## src/sv/kdns_ram.sv

```systemverilog
`timescale 1ns / 1ps
// Generic single-write, single-read RAM with a registered read port.
// It depends on nothing else.
module kdns_ram #(
  parameter int W = 8,
  parameter int D = 16
) (
  input  logic                 clk_i,
  input  logic                 we_i,
  input  logic [$clog2(D)-1:0] waddr_i,
  input  logic [W-1:0]         wdata_i,
  input  logic [$clog2(D)-1:0] raddr_i,
  output logic [W-1:0]         rdata_o
);
  logic [W-1:0] mem [D];

  always_ff @(posedge clk_i) begin
    if (we_i) begin
      mem[waddr_i] <= wdata_i;
    end
    rdata_o <= mem[raddr_i];
  end
endmodule

```

## config.mk

```make
export PLATFORM = sky130hd
export DESIGN_NAME = kdns_ram
export DESIGN_NICKNAME = d
export VERILOG_FILES = /design/src/sv/kdns_ram.sv
export SDC_FILE = /design/constraint.sdc
export NUM_CORES = 1
export LEC_CHECK = 0
export BUFFER_PORTS_ARGS = -buffer_cell sky130_fd_sc_hd__buf_2
export CELL_PAD_IN_SITES_DETAIL_PLACEMENT = 1
export CELL_PAD_IN_SITES_GLOBAL_PLACEMENT = 2
export CORE_ASPECT_RATIO = 1.4
export CORE_MARGIN = 10
export CORE_UTILIZATION = 52
export CTS_CLUSTER_SIZE = 30
export DETAILED_ROUTE_END_ITERATION = 16
export PLACE_DENSITY = 0.86
export SYNTH_ARGS = -nofsm -noshare
export SYNTH_HDL_FRONTEND = slang
export SYNTH_SLANG_ARGS = --single-unit
```

## constraint.sdc

```tcl
create_clock -name clk_i -period 4.83 [get_ports clk_i]
set_input_delay 0.7245 -clock clk_i [delete_from_list [all_inputs] [get_ports clk_i]]
set_output_delay 0.7245 -clock clk_i [all_outputs]
set_load 0.05 [all_outputs]
```

## After elaboration in Yosys (flattened, before gate mapping)

Memories as Yosys holds them, arrays and structs flattened. A register that Yosys moved wholly into a read port is not among the register bits.
Index checks and enable logic that the tools add are counted.

| word-level totals | value |
|---|---|
| register bits after elaboration | 0 |
| bits in latches | 0 |
| bits in writable memories | 128 |
| bits in read-only memories | 0 |
| input bits | 18 |
| output and inout port bits | 8 |
| logic and storage cells | 3 |
| memories kept | 1 |

Memories:

| memory | depth | width | rd ports | clocked after memory_dff | wr ports | RTL line | text |
|---|---|---|---|---|---|---|---|
| mem | 16 | 8 | 1 | 1 | 1 | 15 | `logic [W-1:0] mem [D];` |

| operators by class | value |
|---|---|
| $add $sub $neg | 0 |
| multiply operators | 0 |
| div/mod/pow operators | 0 |
| magnitude comparators | 0 |
| equal/unequal tests | 0 |
| shifts and indexed selects | 0 |
| mux-type cells | 2 |
| bitwise logic cells | 0 |
| reductions and logical operators | 0 |

Operators by type and width:

| cell | number |
|---|---|
| 1-bit two-way mux | 2 |

## Depth between registers and ports, before layout

| depth | value |
|---|---|
| depth after elaboration | 2 |
| depth in mapped cells | 5 |
| depth with buffers taken out | 3 |

## Least setup slack after synthesis

No wires, ideal clock.

| path | value |
|---|---|
| path type | input port to flip-flop |
| from | input port waddr_i[2] |
| to | memory mem[0][0], enable pin |
| setup time | 0.383 ns |
| data arrival time | 1.834 ns |
| path slack | 2.613 ns |
| cell stages on the path | 2 |
| path buffers | 0 |
| path through | or3b_2 -> nor3_1 |

RTL lines:

| item | RTL line | text |
|---|---|---|
| start: declaration | 10 | `input logic [$clog2(D)-1:0] waddr_i,` |
| end: declaration | 15 |  |

No word-level cell before the write port.

## Worst setup path in the final report

| path | value |
|---|---|
| from | input port waddr_i[2] |
| to | memory mem[0][4], enable pin |

No word-level cell before the write port.

==> metrics.md <==
| Metric | Value |
|---|---|
| Die ar. | between 10,000 and 15,000 um^2 |
| Die height | around 140 um |
| Max Root-Sink Buffers | 2 |
| Number of flops mapped to enable cells by yosys | around 130 |
| CP Cell Sequence | buf_2 -> or3b_2 -> nor3_1 |
| Critical Path AT | about 2400 ps |
| Pleak | 1.99 nW |
| Met3 usage | roughly 4.3% |
| First-pass GRT wire length | around 16,000 um |
| TritonRoute pass-1 iters | 4 |
| Max-cap violations | 0 |
| Clk root buf | clkbuf_16 |
| Power share of the combinational group | roughly 5.1% |
| Post-place setup slack | roughly 2100 ps |
| Period utilization | a little under 50% |
| Status | complete, no violations |
| Hold_ws | ~670 ps |
| Antenna violations before repair | 0 |
| Syn_area_per_cell | 22.5 um^2 |
| Cell internal pwr | 2.22 mW |
| Antenna Cells | 0 |
| Placer Congestion | 0.719 |
| CP required | 4850 ps |
| Synth Net Count | between 200 and 250 |
| Cts hold-fix bufs | 0 |
| Final wirelength | about 10,000 um |
| Die width | 104 um |
| Cts repair resizes | 0 |
| Synth top area cells | edfxtp_1, mux4_2, mux4_1 |
| CP max FO | 8 |
| I/O pin cnt | 26 |
| Area of the multi-input gates | 1060 um^2 |
| Worst Skew | about 7.8 ps |
| CP peak stage delay | a little under 1000 ps |
| Reg area | roughly 4000 um^2 |
| TritonCTS Buffers | 17 |
| Max Clk Rate | between 400 and 500 MHz |
| Post-route ant nets | 0 |
| Worst slew margin | between 10% and 20% |
| Clock network power share | between 40% and 50% |
| FF+latch count, synth | between 100 and 150 |
| Post-layout nets | between 200 and 300 |
| VDD IR max | 323 uV |
| CTS tree | built |
| Min cycle time layout | about 2300 ps |
| H-Tree Depth | 4 |
| Core area | approximately 9600 um^2 |
| RSZ-0062 raised after global routing | no |
| Startpoint types | primary input |
| Clock sink count | roughly 140 |
| Starting Density | a little over half |
| Most Used Layer, Global Route | met2 |
| Cell taking the most area after synthesis | edfxtp_1 |
| Ys flop type | edfxtp_1 |
| Row count | 42 |
| Vias in the first global route | 2,635 |
| Seq/Total Area, Yosys | between 70% and 80% |
| Critical path class | primary input to flop |
| All-layer global routing usage | between 10% and 20% |
| Crit-path slowest cell | nor3_1 |
| # setup viols final | 0 |
| Worst Max-Slew Pin Slew | 1280 ps |
| Sequential power share | between 40 and 50% |
| PD cells | 463 nW/um^2 |
| Residual DRC | 0 |
| Top-count cell post-synth | edfxtp_1 |
| Layout area overhead | 15.8% |
| FILL cells | about 800 |
| GRT met2 Usage | 26.4% |
| Switch Pwr | about 540 uW |
| Switching power share of the total | between 10% and 20% |
| Avg Vias per Cell | 5.81 |
| Port-buffer cells | 25 |
| Final setup TNS | 0 ps |
| Final Hold Fails | 0 |
| Clk Latency, worst-skew pair | between 400 and 500 ps |
| GR Util met1 | a little under a fifth |
| Postcts setup bufs | 0 |
| DP HPWL | 6720 um |
| Critical path capture point type | flop |
| Synth cell types | 19 |
| Most frequent cells after synthesis | edfxtp_1, mux4_2, a22oi_1 |
| Initial detailed-routing violation count | between 150 and 200 |
| Syn. warnings | 0 |
| Worst-path clk slew | roughly 60 ps |
| Worst Hold Class | flop to flop |
| Setup slack after layout | ~2500 ps |
| Asr flop ratio synth | 0% |
| Pin count of the biggest net entering global routing | 33 |
| Share of layout cells above drive strength 1 | between 20% and 30% |
| Mapped Cells | around 230 |
| Yosys top cell area share | about three quarters |
| Syn Std Cell Area | ~5100 um^2 |
| Vias | about 2,400 |
| WL/cell | 25.7 um |
| Gr ovfl total | 0 |
| Pins Over Slew Limit | 0 |
power groups by stage:
stage          logic, mW  clock network, mW  registers (mW)
2_1_floorplan     0.0670                  0            1.38
3_3_place_gp       0.140                  0            1.35
3_5_place_dp       0.144                  0            1.35
4_1_cts            0.145               1.30            1.33
5_1_grt            0.154               1.36            1.33
6_report           0.142               1.29            1.33
cells by family (layout without fill, tap and decap cells):
logic type | after synthesis | count (layout) | synth area share, %
flip-flops | 136 | 136 | 77.8
AND/OR/NAND/NOR | 35 | 35 | 3.18
AO/OA/AOI/OAI | 16 | 16 | 2.33
buffers and inverters | 10 | 58 | 1.68
multiplexers | 32 | 32 | 15.0
critical path: cells and delay by family:
kind / cells / cell delay, ps
buf+inv: 1 / 120
simple gates: 2 / 1510
cells in the final DEF (no fill, tap or decap):
master      Yosys  final
nor3_1          4      3
buf_2           3     25
or3b_2          1      1
clkinv_1        0      4
nor2_1         13     13
edfxtp_1      128    128
mux4_2         18     18
and2b_1         1      1
dfxtp_1         8      8
buf_4           1      2
a22oi_1        16     16
nor3_2          0      1
clkbuf_16       0     17
clkinv_2        0      3
nor2b_1         1      1
clkbuf_1        0      2
nand3b_1        2      2
nand3_1         1      1
clkinvlp_4      0      1
bufinv_16       0      4
nand2_1         9      9
nand2b_1        2      2
and2_1          1      1
mux4_1         14     14
routing by layer:
layer	part of all wire, %	up-vias
li1	-	1046
met1	40	1260
met2	54	60
met3	3.9	12
met4	1.4	0
met5	0	-
final timing paths:
kind | start | to | slack [ps] | cells after the start
hold reg to reg | mem[7][2]$_DFFE_PP_ | rdata_o[2]$_DFF_P_ | 670 | 3
setup reg to reg | mem[5][1]$_DFFE_PP_ | rdata_o[1]$_DFF_P_ | 3450 | 3
hold / removal | mem[7][2]$_DFFE_PP_ | rdata_o[2]$_DFF_P_ | 670 | 3
setup / recovery | waddr_i[2] | mem[0][4]$_DFFE_PP_ | 2500 | 3
registers in the layout, summed over array words and instances, names as in the netlist:
register / flops
mem: 128
rdata_o: 8
cell type report:
type	count	share of cell area [%]
multi-input combinational	83	17.8
tap	132	2.77
clock inverter	12	2.64
timing repair buffer	27	2.35
clock buffer	19	7.26
sequential	136	67.2
stage by stage:
step	std cells	utilization [%]	instance area, um^2	power [mW]
2_1_floorplan	229	-	5150	1.44
3_3_place_gp	378	56.2	5370	1.49
3_5_place_dp	378	56.2	5370	1.50
4_1_cts	409	62.3	5960	2.78
5_1_grt	409	62.3	5960	2.85
6_report	409	62.3	5960	2.76
Power figures use the tool's default switching activity.
